[config.mk]
export PLATFORM = sky130hd
export DESIGN_NAME = seven_segment_clock_scan_driver
export DESIGN_NICKNAME = d
export VERILOG_FILES = /design/src/sv/sscsd_pkg.sv /design/src/sv/sscsd_front.sv /design/src/sv/sscsd_queue.sv /design/src/sv/sscsd_back.sv /design/src/sv/seven_segment_clock_scan_driver.sv
export SDC_FILE = /design/constraint.sdc
export NUM_CORES = 1
export LEC_CHECK = 0
export BUFFER_PORTS_ARGS = -buffer_cell sky130_fd_sc_hd__clkbuf_2
export CAP_MARGIN = 30
export CORE_MARGIN = 5
export CORE_UTILIZATION = 63
export DETAILED_ROUTE_END_ITERATION = 8
export PLACE_DENSITY = 0.89
export REMOVE_ABC_BUFFERS = 1
export SYNTH_ARGS = -nofsm -noshare
export SYNTH_HDL_FRONTEND = slang
export SYNTH_HIERARCHICAL = 1
export SYNTH_SLANG_ARGS = --single-unit
[constraint.sdc]
create_clock -name clk -period 8.9 [get_ports clk]
set_input_delay 0.89 -clock clk [delete_from_list [all_inputs] [get_ports clk]]
set_output_delay 0.89 -clock clk [all_outputs]
set_load 0.02 [all_outputs]
[src/sv/sscsd_pkg.sv]
package sscsd_pkg;

  // opcodes of an input word
  localparam logic [1:0] OP_SET_TIME = 2'd0;
  localparam logic [1:0] OP_CLEAR    = 2'd1;
  localparam logic [1:0] OP_SCAN     = 2'd2;

  // decimal point bit of a segment byte
  localparam logic [7:0] DP_BIT = 8'h80;

  // digits on the display and bits shifted per scan tick
  localparam int NUM_DIGITS = 4;
  localparam int SCAN_BITS  = 16;

  // default depth of the queue between front and back
  localparam int QUEUE_DEPTH_DEF = 2;

  typedef logic [SCAN_BITS-1:0] scan_word_t;

  typedef struct packed {
    logic [1:0] opcode;
    logic [7:0] hours;
    logic [7:0] minutes;
    logic       dot_on;
  } in_item_t;

  typedef struct packed {
    logic serial_bit;
    logic latch_after;
  } out_item_t;

  // queue status seen by front and back
  typedef struct packed {
    logic full;
    logic empty;
  } q_stat_t;

  // active-high segment code of one decimal digit
  function automatic logic [7:0] seg_code(input logic [3:0] digit);
    logic [7:0] code;
    case (digit)
      4'd0:    code = 8'h3f;
      4'd1:    code = 8'h06;
      4'd2:    code = 8'h5b;
      4'd3:    code = 8'h4f;
      4'd4:    code = 8'h66;
      4'd5:    code = 8'h6d;
      4'd6:    code = 8'h7d;
      4'd7:    code = 8'h07;
      4'd8:    code = 8'h7f;
      4'd9:    code = 8'h6f;
      default: code = 8'h00;
    endcase
    return code;
  endfunction

endpackage

[src/sv/sscsd_front.sv]
module sscsd_front
  import sscsd_pkg::*;
(
  input  logic       clk,
  input  logic       rst_n,
  input  logic       in_push,
  output logic       in_full,
  input  in_item_t   in_item,
  input  q_stat_t    q_stat,
  output logic       q_push,
  output scan_word_t q_word
);

  logic [7:0] seg_r [NUM_DIGITS];
  logic [1:0] scan_pos_r;
  logic       acc;

  // hour reduction: quotient estimate h*85>>11 is floor or one below
  logic [14:0] h_prod;
  logic [3:0]  h_q;
  logic [5:0]  h_raw;
  logic [4:0]  h_mod;
  logic [1:0]  h_tens;
  logic [3:0]  h_ones;

  // minute reduction: quotient estimate m*17>>10 is floor or one below
  logic [12:0] m_prod;
  logic [2:0]  m_q;
  logic [6:0]  m_raw;
  logic [5:0]  m_mod;
  logic [2:0]  m_tens;
  logic [3:0]  m_ones;

  logic [7:0] sel_byte;

  assign in_full = q_stat.full;
  assign acc     = in_push && !in_full;

  // modulo and digit split
  always_comb begin
    h_prod = 15'(in_item.hours) * 15'd85;
    h_q    = h_prod[14:11];
    h_raw  = 6'(9'(in_item.hours) - 9'(h_q) * 9'd24);
    h_mod  = (h_raw >= 6'd24) ? 5'(h_raw - 6'd24) : h_raw[4:0];
    if (h_mod >= 5'd20) begin
      h_tens = 2'd2;
    end else if (h_mod >= 5'd10) begin
      h_tens = 2'd1;
    end else begin
      h_tens = 2'd0;
    end
    h_ones = 4'(h_mod - 5'(h_tens) * 5'd10);

    m_prod = 13'(in_item.minutes) * 13'd17;
    m_q    = m_prod[12:10];
    m_raw  = 7'(9'(in_item.minutes) - 9'(m_q) * 9'd60);
    m_mod  = (m_raw >= 7'd60) ? 6'(m_raw - 7'd60) : m_raw[5:0];
    m_tens = 3'd0;
    for (int i = 1; i <= 5; i++) begin
      if (m_mod >= 6'(i * 10)) begin
        m_tens = 3'(i);
      end
    end
    m_ones = 4'(m_mod - 6'(m_tens) * 6'd10);
  end

  // segment buffer and scan position
  always_ff @(posedge clk) begin
    if (!rst_n) begin
      for (int i = 0; i < NUM_DIGITS; i++) begin
        seg_r[i] <= 8'h00;
      end
      scan_pos_r <= 2'd0;
    end else if (acc) begin
      case (in_item.opcode)
        OP_SET_TIME: begin
          seg_r[0] <= seg_code(4'(h_tens));
          seg_r[1] <= in_item.dot_on ? (seg_code(h_ones) | DP_BIT)
                                     : (seg_code(h_ones) & ~DP_BIT);
          seg_r[2] <= seg_code(4'(m_tens));
          seg_r[3] <= seg_code(m_ones);
        end
        OP_CLEAR: begin
          for (int i = 0; i < NUM_DIGITS; i++) begin
            seg_r[i] <= 8'h00;
          end
        end
        OP_SCAN: begin
          scan_pos_r <= scan_pos_r + 2'd1;
        end
        default: begin
        end
      endcase
    end
  end

  // scan word for the back: active-low select byte, then segment byte
  always_comb begin
    sel_byte = ~(8'd1 << scan_pos_r);
    q_word   = {sel_byte, seg_r[scan_pos_r]};
    q_push   = acc && (in_item.opcode == OP_SCAN);
  end

`ifndef SYNTHESIS
  a_scan_advance: assert property (@(posedge clk) disable iff (!rst_n)
    q_push |=> scan_pos_r == 2'($past(scan_pos_r) + 2'd1))
    else $error("scan position did not advance after a scan tick");
  a_hold_pos: assert property (@(posedge clk) disable iff (!rst_n)
    !q_push |=> $stable(scan_pos_r))
    else $error("scan position moved without a scan tick");
`endif

endmodule

[src/sv/sscsd_queue.sv]
module sscsd_queue
  import sscsd_pkg::*;
#(
  parameter int DEPTH = QUEUE_DEPTH_DEF
) (
  input  logic       clk,
  input  logic       rst_n,
  input  logic       push,
  input  scan_word_t push_word,
  input  logic       pop,
  output scan_word_t head_word,
  output q_stat_t    stat
);

  localparam int PW = (DEPTH > 1) ? $clog2(DEPTH) : 1;
  localparam int CW = $clog2(DEPTH + 1);

  scan_word_t    mem_r [DEPTH];
  logic [PW-1:0] wr_ptr_r;
  logic [PW-1:0] rd_ptr_r;
  logic [CW-1:0] cnt_r;
  logic          do_push;
  logic          do_pop;

  assign stat.full  = (cnt_r == CW'(DEPTH));
  assign stat.empty = (cnt_r == '0);
  assign do_push    = push && !stat.full;
  assign do_pop     = pop && !stat.empty;
  assign head_word  = mem_r[rd_ptr_r];

  // storage
  always_ff @(posedge clk) begin
    if (do_push) begin
      mem_r[wr_ptr_r] <= push_word;
    end
  end

  // pointers and fill count
  always_ff @(posedge clk) begin
    if (!rst_n) begin
      wr_ptr_r <= '0;
      rd_ptr_r <= '0;
      cnt_r    <= '0;
    end else begin
      if (do_push) begin
        wr_ptr_r <= (wr_ptr_r == PW'(DEPTH - 1)) ? '0 : wr_ptr_r + PW'(1);
      end
      if (do_pop) begin
        rd_ptr_r <= (rd_ptr_r == PW'(DEPTH - 1)) ? '0 : rd_ptr_r + PW'(1);
      end
      if (do_push && !do_pop) begin
        cnt_r <= cnt_r + CW'(1);
      end else if (do_pop && !do_push) begin
        cnt_r <= cnt_r - CW'(1);
      end
    end
  end

`ifndef SYNTHESIS
  a_cnt_range: assert property (@(posedge clk) disable iff (!rst_n)
    cnt_r <= CW'(DEPTH))
    else $error("queue count above depth");
  a_no_overflow: assert property (@(posedge clk) disable iff (!rst_n)
    !(push && stat.full))
    else $error("push into a full queue");
  a_no_underflow: assert property (@(posedge clk) disable iff (!rst_n)
    !(pop && stat.empty))
    else $error("pop from an empty queue");
`endif

endmodule

[src/sv/sscsd_back.sv]
module sscsd_back
  import sscsd_pkg::*;
(
  input  logic       clk,
  input  logic       rst_n,
  input  q_stat_t    q_stat,
  input  scan_word_t q_word,
  output logic       q_pop,
  output logic       out_empty,
  input  logic       out_pop,
  output out_item_t  out_item
);

  localparam int BW = $clog2(SCAN_BITS);

  scan_word_t    word_r;
  logic [BW-1:0] cnt_r;
  logic          busy_r;
  logic          fire;
  logic          last;
  logic          load;

  assign out_empty            = !busy_r;
  assign fire                 = out_pop && busy_r;
  assign last                 = (cnt_r == BW'(SCAN_BITS - 1));
  assign load                 = (!busy_r || (fire && last)) && !q_stat.empty;
  assign q_pop                = load;
  assign out_item.serial_bit  = word_r[SCAN_BITS-1];
  assign out_item.latch_after = last;

  // bit count and busy flag
  always_ff @(posedge clk) begin
    if (!rst_n) begin
      busy_r <= 1'b0;
      cnt_r  <= '0;
    end else if (load) begin
      busy_r <= 1'b1;
      cnt_r  <= '0;
    end else if (fire) begin
      if (last) begin
        busy_r <= 1'b0;
      end
      cnt_r <= cnt_r + BW'(1);
    end
  end

  // shift register, msb first
  always_ff @(posedge clk) begin
    if (load) begin
      word_r <= q_word;
    end else if (fire) begin
      word_r <= {word_r[SCAN_BITS-2:0], 1'b0};
    end
  end

`ifndef SYNTHESIS
  a_fresh_count: assert property (@(posedge clk) disable iff (!rst_n)
    fire && last |=> cnt_r == '0)
    else $error("bit count not restarted after the latch bit");
  a_idle_load: assert property (@(posedge clk) disable iff (!rst_n)
    !busy_r && !q_stat.empty |=> busy_r)
    else $error("waiting scan word not taken by idle shifter");
  a_idle_count: assert property (@(posedge clk) disable iff (!rst_n)
    !busy_r |-> cnt_r == '0)
    else $error("idle shifter holds a partial count");
`endif

endmodule

[src/sv/seven_segment_clock_scan_driver.sv]
// four-digit seven-segment clock driver for two chained shift registers
// input channel: push a word when full is low; opcode set time loads
//   hours mod 24 and minutes mod 60 as four digits (dot after hour
//   ones if dot_on), clear blanks the display, scan tick emits sixteen
//   serial bits, and the unused opcode is dropped
// result channel: while empty is low, out_item holds the next serial bit,
//   msb first (active-low digit select byte, then segment byte);
//   latch_after marks the sixteenth bit; pop takes it
// order: with the shifter idle, a scan tick's word is written into the
//   scan queue, then loaded into the shifter, which shows its first bit;
//   set time and clear update the buffer at the accepting edge, so a
//   scan tick pushed in the next cycle already shows them
// throughput: one word accepted per cycle while the scan queue has room;
//   the shifter sends a scan tick one bit per cycle while pop stays high,
//   and loads the next queued word as the sixteenth bit is popped
// stall: a held-off pop freezes the current bit; later scan ticks fill
//   the scan queue and full then holds off every word, set and clear too
// reset: segment buffer blank, scan position at digit zero, queue and
//   shifter empty
module seven_segment_clock_scan_driver
  import sscsd_pkg::*;
#(
  parameter int QUEUE_DEPTH = QUEUE_DEPTH_DEF
) (
  input  logic      clk,
  input  logic      rst_n,
  input  logic      in_push,
  output logic      in_full,
  input  in_item_t  in_item,
  output logic      out_empty,
  input  logic      out_pop,
  output out_item_t out_item
);

  q_stat_t    q_stat;
  logic       q_push;
  logic       q_pop;
  scan_word_t q_word_in;
  scan_word_t q_word_out;

  // front: decode and buffer update
  sscsd_front u_front (
    .clk     (clk),
    .rst_n   (rst_n),
    .in_push (in_push),
    .in_full (in_full),
    .in_item (in_item),
    .q_stat  (q_stat),
    .q_push  (q_push),
    .q_word  (q_word_in)
  );

  // scan word queue
  sscsd_queue #(
    .DEPTH (QUEUE_DEPTH)
  ) u_queue (
    .clk       (clk),
    .rst_n     (rst_n),
    .push      (q_push),
    .push_word (q_word_in),
    .pop       (q_pop),
    .head_word (q_word_out),
    .stat      (q_stat)
  );

  // back: serial shifter
  sscsd_back u_back (
    .clk       (clk),
    .rst_n     (rst_n),
    .q_stat    (q_stat),
    .q_word    (q_word_out),
    .q_pop     (q_pop),
    .out_empty (out_empty),
    .out_pop   (out_pop),
    .out_item  (out_item)
  );

endmodule
# == Word-level counts from Yosys, hierarchy flattened ==
# Memories as Yosys holds them, arrays and structs flattened. A register that Yosys moved wholly into a read port is not among the register bits.
# Cells that the tools add are included.
# word_totals
out_inout_bits,4
memories,6
mem_bits_ro,392
reg_bits,27
ramBits,64
# memory_table
memory,depth,width,rd,rd_clocked_by_memory_dff,write_ports,line,source
(name not given),16,7,1,0,0,sscsd_pkg.sv:41,case (digit)
(name not given),16,7,1,0,0,sscsd_pkg.sv:41,
(name not given),16,7,1,0,0,sscsd_pkg.sv:41,
(name not given),8,7,1,0,0,sscsd_pkg.sv:41,
u_front.seg_r,4,8,1,1,4,sscsd_front.sv:14,logic [7:0] seg_r [NUM_DIGITS];
u_queue.mem_r,2,16,1,1,1,sscsd_queue.sv:18,scan_word_t mem_r [DEPTH];
# op_classes
mux,58
bitwise_logic,10
addsub,12
multipliers,6
n_reduce_logical,24
n_lt_le_gt_ge,9
n_shift,1
eq_ne,7
# op_table
op,n
8-bit two-way mux,18
7-bit two-way mux,6
16-bit two-way mux,2
8-bit case mux with 4 select lines,1
1-bit two-way mux,20
6-bit by 5-bit >= comparator with 1-bit output (second input constant),3
8-bit by 7-bit multiplier with 15-bit output (second input constant),1
2-bit two-way mux,7
8-bit by 5-bit multiplier with 13-bit output (second input constant),1
6-bit >= comparator (second input constant),2
1-bit logical AND,9
2-bit equality test (second input constant),4
8-bit NOT,1
1-bit OR,8
1-bit by 2-bit left shift with 8-bit output (first input constant),1
4-bit subtractor,2
7-bit by 6-bit >= comparator with 1-bit output (second input constant),1
7-bit subtractor,1
6-bit by 4-bit >= comparator with 1-bit output (second input constant),1
2-bit logical NOT,3
3-bit two-way mux,2
6-bit two-way mux,1
2-bit nonzero test,3
6-bit subtractor,1
other kinds (20),28

# == Depth between registers and ports, before layout ==
# An unclocked memory read counts as a cell.
# logic_depth
depth_word,19
ltp_mapped,31

# == Cells and area by module ==
# The synthesis kept the hierarchy.
# by_module_without_submodules
module,cells_per_inst,seq_area_each_um2,n_inst,area_each_um2
sscsd_front,414,770.7,1,3868.7
sscsd_queue,75,1061.0,1,1387.6
sscsd_back,62,580.6,1,932.1

# == Least setup slack after synthesis ==
# Ideal clock, no wire load.
# synth_path
kind,input-to-reg
startpoint,input in_item[10] in the netlist's numbering
endpoint,"memory u_front.seg_r[1][3], data pin"
slack_ns,1.624
required_ns,8.635
stages,29
arrival_time_ns,7.012
cell_sequence,ha_1 > inv_1 > fa_1 > inv_1 > ha_1 > inv_1 > fa_1 > inv_1 > ha_1 > nand2_1 > a311oi_1 > or4_1 > nand4_2 > ha_1 > fa_1 > xnor2_1 > xnor2_1 > xnor2_1 > xnor3_1 > a211oi_1 > a21oi_1 > nor2_1 > ha_1 > inv_1 > fa_1 > xnor2_4 > nor2_1 > o21bai_1 > o21ai_0
# synth_lines
element,line,source
from (decl),seven_segment_clock_scan_driver.sv:29,"input in_item_t in_item,"
to (decl),sscsd_front.sv:14,

==> Implementation_results.wiki <==
{| class="wikitable"
! Metric !! Value
|-
| Max stage delay on crit path || 550 ps
|-
| Placed inst area || ~0.0064 mm²
|-
| Max cap viols || 0
|-
| Pin slew with the least headroom to its limit || ~850 ps
|-
| Share of flip-flops with an asynchronous set or reset after synthesis || 0%
|-
| Setup-violating endpoint count in the final report || 0
|-
| Clock-pin slew of the registers on the worst-case setup and hold paths || approximately 80 ps
|-
| Vias || 4000
|-
| # clock sinks || 89
|-
| Number of hold violations in the final report || 0
|-
| Count of routing violations after the opening detailed-route iteration || 196
|-
| Part of the total power dissipated in sequential elements || 24.2%
|-
| Synthesized instance count || approximately 550
|-
| Relative slew slack || about 43%
|-
| Met3 routing resource usage after global routing || 3.67%
|-
| Smallest setup slack after layout || about 1200 ps
|-
| Worst setup slack before clock tree synthesis || 897 ps
|-
| Top area cells in the synthesized netlist || sky130_fd_sc_hd__edfxtp_1 31%, sky130_fd_sc_hd__ha_1 14%, sky130_fd_sc_hd__dfxtp_1 8.4%
|-
| Cell area after synthesis || just over 0.006 mm²
|-
| Top-level I/O count || 27
|-
| Synth Register Bits || 89
|-
| Worst min-delay path category || register to register
|-
| Number of inserted filler cells in the final layout || between 700 and 800
|-
| Highest-utilization routing layer at the global route stage || met2
|-
| Cell taking the most area after synthesis || sky130_fd_sc_hd__edfxtp_1
|-
| Critical path startpoint category || input port
|-
| Depth of the CTS H-tree || 3
|-
| Global Route met2 Usage || about two fifths
|-
| Post-CTS repair timing setup buffer count || 0
|-
| Pin count of the biggest net entering global routing || 21
|-
| Fraction of synthesized cell area taken by the top area cell type || about 31%
|-
| Initial cell density of the core || between 60 and 70%
|-
| Overall fraction of global-route tracks in use || slightly above 20%
|-
| Average wire per standard cell || approximately 16 µm
|-
| Fraction of power spent switching nets || between 40 and 50%
|-
| Most used flip-flop cell after synthesis || sky130_fd_sc_hd__edfxtp_1
|-
| Static leakage || roughly 0.0028 µW
|-
| Clock root buffer master || sky130_fd_sc_hd__clkbuf_8
|-
| Shortest period the worst path allows || ~7700 ps
|-
| Cell seen most often among critical-path stages || sky130_fd_sc_hd__ha_1
|-
| Skew final || ~12 ps
|-
| Combinational group share of total power || between 60 and 70%
|-
| Power spent charging and discharging nets || about 1000 µW
|-
| Power per cell area || ~350 mW/mm²
|-
| Number of cell rows || 36
|-
| Share of power burned in the clock network || between 10% and 20%
|-
| Sequential fraction of the synthesis area || between 30% and 40%
|-
| EDFF count, synth || between 60 and 70
|-
| Estimated wirelength of the detail-placed design || 8.58 mm
|-
| Core outline area || about 0.0097 mm²
|-
| Nature of the critical path endpoint || register
|-
| Critical Path Slowest Stage Cell || sky130_fd_sc_hd__xnor2_2
|-
| Detailed Routing Iterations Pass 1 || 5
|-
| Final total negative setup slack || 0 ps
|-
| Weighted congestion at the end of routability-driven global placement || ~0.84
|-
| Final cycle utilization of the critical path || ~86%
|-
| Number of hold buffers added after cts || 0
|-
| Data required time at the worst endpoint || 9130 ps
|-
| Critical path class || input port to register
|-
| Footprint of the multi-input gates || approximately 0.0034 mm²
|-
| Sequential Area || about 0.0024 mm²
|-
| Max Fclk || approximately 130 MHz
|-
| GRT Residual Overflow || 0
|-
| Net count of the finished layout || slightly below 700
|-
| Count of inserted antenna diode cells || 0
|-
| CTS max path bufs || 2
|-
| Residual DRC || 0
|-
| Num CTS Buffers || 9
|-
| Wire length of the first global-routing pass || between 15 and 20 mm
|-
| Port Buf Inserts || 26
|-
| Wire length reported by the detailed router || between 10 and 15 mm
|-
| Synthesis-to-layout area growth || 7.06%
|-
| Total Die Area || approximately 0.012 mm²
|-
| Via-per-instance ratio || 5.62
|-
| Average cell area after synthesis || 11.2 µm²
|-
| Post-detailed-route count of antenna-violating nets || 0
|-
| Antenna violations before repair || 0
|-
| Count of yosys warnings during synthesis || 6
|-
| Floorplan die width || between 100 and 150 µm
|-
| Vert. Die Dim || between 100 and 150 µm
|-
| CP delay by family, top || adder cells
|-
| Final design area excluding fillers || 0.00663 mm²
|-
| Number of pins with negative max-slew slack in the final report || 0
|-
| Post-cts gate resize count || 0
|-
| Result of the run || finished clean
|-
| Cell Int Power || ~1300 µW
|-
| Fraction of layout cells with a size suffix above 1 || between 10% and 20%
|-
| Endpoint arrival time on the critical path || between 7000 and 8000 ps
|-
| RSZ-0062 raised after global routing || no
|-
| Biggest fanout along the worst timing path || 13
|-
| Critical path buffer and inverter count || 3
|-
| Worst ir drop on vdd || roughly 0.22 mV
|-
| Number of distinct library cells after synthesis || just under 80
|-
| Clk_lat worst skew || ~350 ps
|-
| TritonCTS clock tree || done
|-
| Via count of the first global-routing pass || approximately 4200
|-
| Met1 usage in global routing || between 20% and 30%
|}
[routing by layer]
metal	wire, µm	vias to the layer above	share of wire, %
met2	6170	69	56
met4	206	0	1.9
li1	-	1994	-
met3	291	19	2.6
met5	0	-	0
met1	4440	1918	40
[Yosys cell counts (5+ instances only)]
library cell and count:
sky130_fd_sc_hd__ha_1 71, sky130_fd_sc_hd__inv_1 64, sky130_fd_sc_hd__edfxtp_1 63, sky130_fd_sc_hd__mux2_2 32
sky130_fd_sc_hd__dfxtp_1 26, sky130_fd_sc_hd__nand2_1 26, sky130_fd_sc_hd__nor2_1 26, sky130_fd_sc_hd__xnor2_1 22
sky130_fd_sc_hd__a21oi_1 18, sky130_fd_sc_hd__o21ai_0 13, sky130_fd_sc_hd__fa_1 12, sky130_fd_sc_hd__nor2b_1 11
sky130_fd_sc_hd__nor3_1 11, sky130_fd_sc_hd__and2_1 10, sky130_fd_sc_hd__buf_4 9, sky130_fd_sc_hd__a22oi_1 8
sky130_fd_sc_hd__mux4_2 7, sky130_fd_sc_hd__o21ai_1 7, sky130_fd_sc_hd__clkbuf_1 6, sky130_fd_sc_hd__nand2b_1 6
sky130_fd_sc_hd__and3_1 5
[power groups by stage]
stage / registers, µW / logic [µW] / clock network (µW)
final: 562 / 1440 / 317
after global routing: 568 / 1610 / 342
after CTS: 562 / 1440 / 324
after detailed placement: 571 / 1420 / 0
after global placement: 567 / 1340 / 0
after floorplan: 557 / 1170 / 0
[worst paths after layout]
path / start / to / slack, ps / depth (start not counted)
min: u_front/seg_r[0][1] / u_front/seg_r[0][1] / 480 / 2
max reg2reg: u_queue/cnt_r[0] / u_front/seg_r[1][0] / 6150 / 8
max: in_item[7] / u_front/seg_r[3][2] / 1250 / 30
min reg2reg: u_front/seg_r[0][1] / u_front/seg_r[0][1] / 480 / 2
[metrics by stage]
step                      hold WS, ps  total power (µW)  utilization, %  std cells
after global placement            430              1910            65.9        696
final                             484              2320            68.4        712
after detailed placement          476              2000            65.9        696
after CTS                         494              2320            68.4        712
after global routing              515              2520            68.4        712
after floorplan                   419              1730               -        534
[area by class of cell]
cell class | count | share of cell area [%]
clock buffers | 12 | 2.51
flip-flops and latches | 89 | 36.4
well taps | 133 | 2.51
multi-input cells | 379 | 51.4
inverters | 66 | 3.74
repair buffers | 29 | 2.30
clock inverters | 4 | 1.11
[flip-flops by register name (all words and copies together) (netlist names), named ones only]
name / count
u_back/busy_r: 1
u_back/cnt_r: 4
u_back/word_r: 16
u_front/scan_pos_r: 2
u_front/seg_r: 27
u_queue/cnt_r: 2
u_queue/mem_r: 32
u_queue/rd_ptr_r: 1
u_queue/wr_ptr_r: 1
[tightest hold or removal path, cell delays in order, from the launching register on]
cell and delay, ps:
sky130_fd_sc_hd__dfxtp_1 330, sky130_fd_sc_hd__nand2_1 60, sky130_fd_sc_hd__nand2_1 60
[cells by family (layout without fill, tap and decap cells)]
logic type	count (synthesis)	count (layout)	share of synthesized area (%)
AOI/OAI and AO/OA	93	93	11.3
xor gates and xnor gates	30	30	5.01
adders and majority gates	83	83	18.2
buffers and inverters	86	111	6.17
DFF	89	89	39.0
muxes	42	42	9.06
other	1	4	0.0606
and+or+nand+nor	127	127	11.2
[cell usage in the layout, fill, tap and decap left out, types with 4 or more instances in the layout]
master                     instances
sky130_fd_sc_hd__ha_1             71
sky130_fd_sc_hd__inv_1            64
sky130_fd_sc_hd__edfxtp_1         63
sky130_fd_sc_hd__mux2_2           32
sky130_fd_sc_hd__clkbuf_2         26
sky130_fd_sc_hd__nand2_1          26
sky130_fd_sc_hd__dfxtp_1          26
sky130_fd_sc_hd__nor2_1           26
sky130_fd_sc_hd__xnor2_1          22
sky130_fd_sc_hd__a21oi_1          18
sky130_fd_sc_hd__o21ai_0          12
sky130_fd_sc_hd__fa_1             12
sky130_fd_sc_hd__nor3_1           11
sky130_fd_sc_hd__nor2b_1          11
sky130_fd_sc_hd__clkbuf_8         10
sky130_fd_sc_hd__and2_1           10
sky130_fd_sc_hd__o21ai_1           8
sky130_fd_sc_hd__a22oi_1           8
sky130_fd_sc_hd__mux4_2            7
sky130_fd_sc_hd__nand2b_1          6
sky130_fd_sc_hd__and3_1            5
sky130_fd_sc_hd__xor2_1            4
sky130_fd_sc_hd__a21o_1            4
sky130_fd_sc_hd__o211ai_1          4
sky130_fd_sc_hd__conb_1            4
No activity file was read; power rests on OpenSTA's default activity.
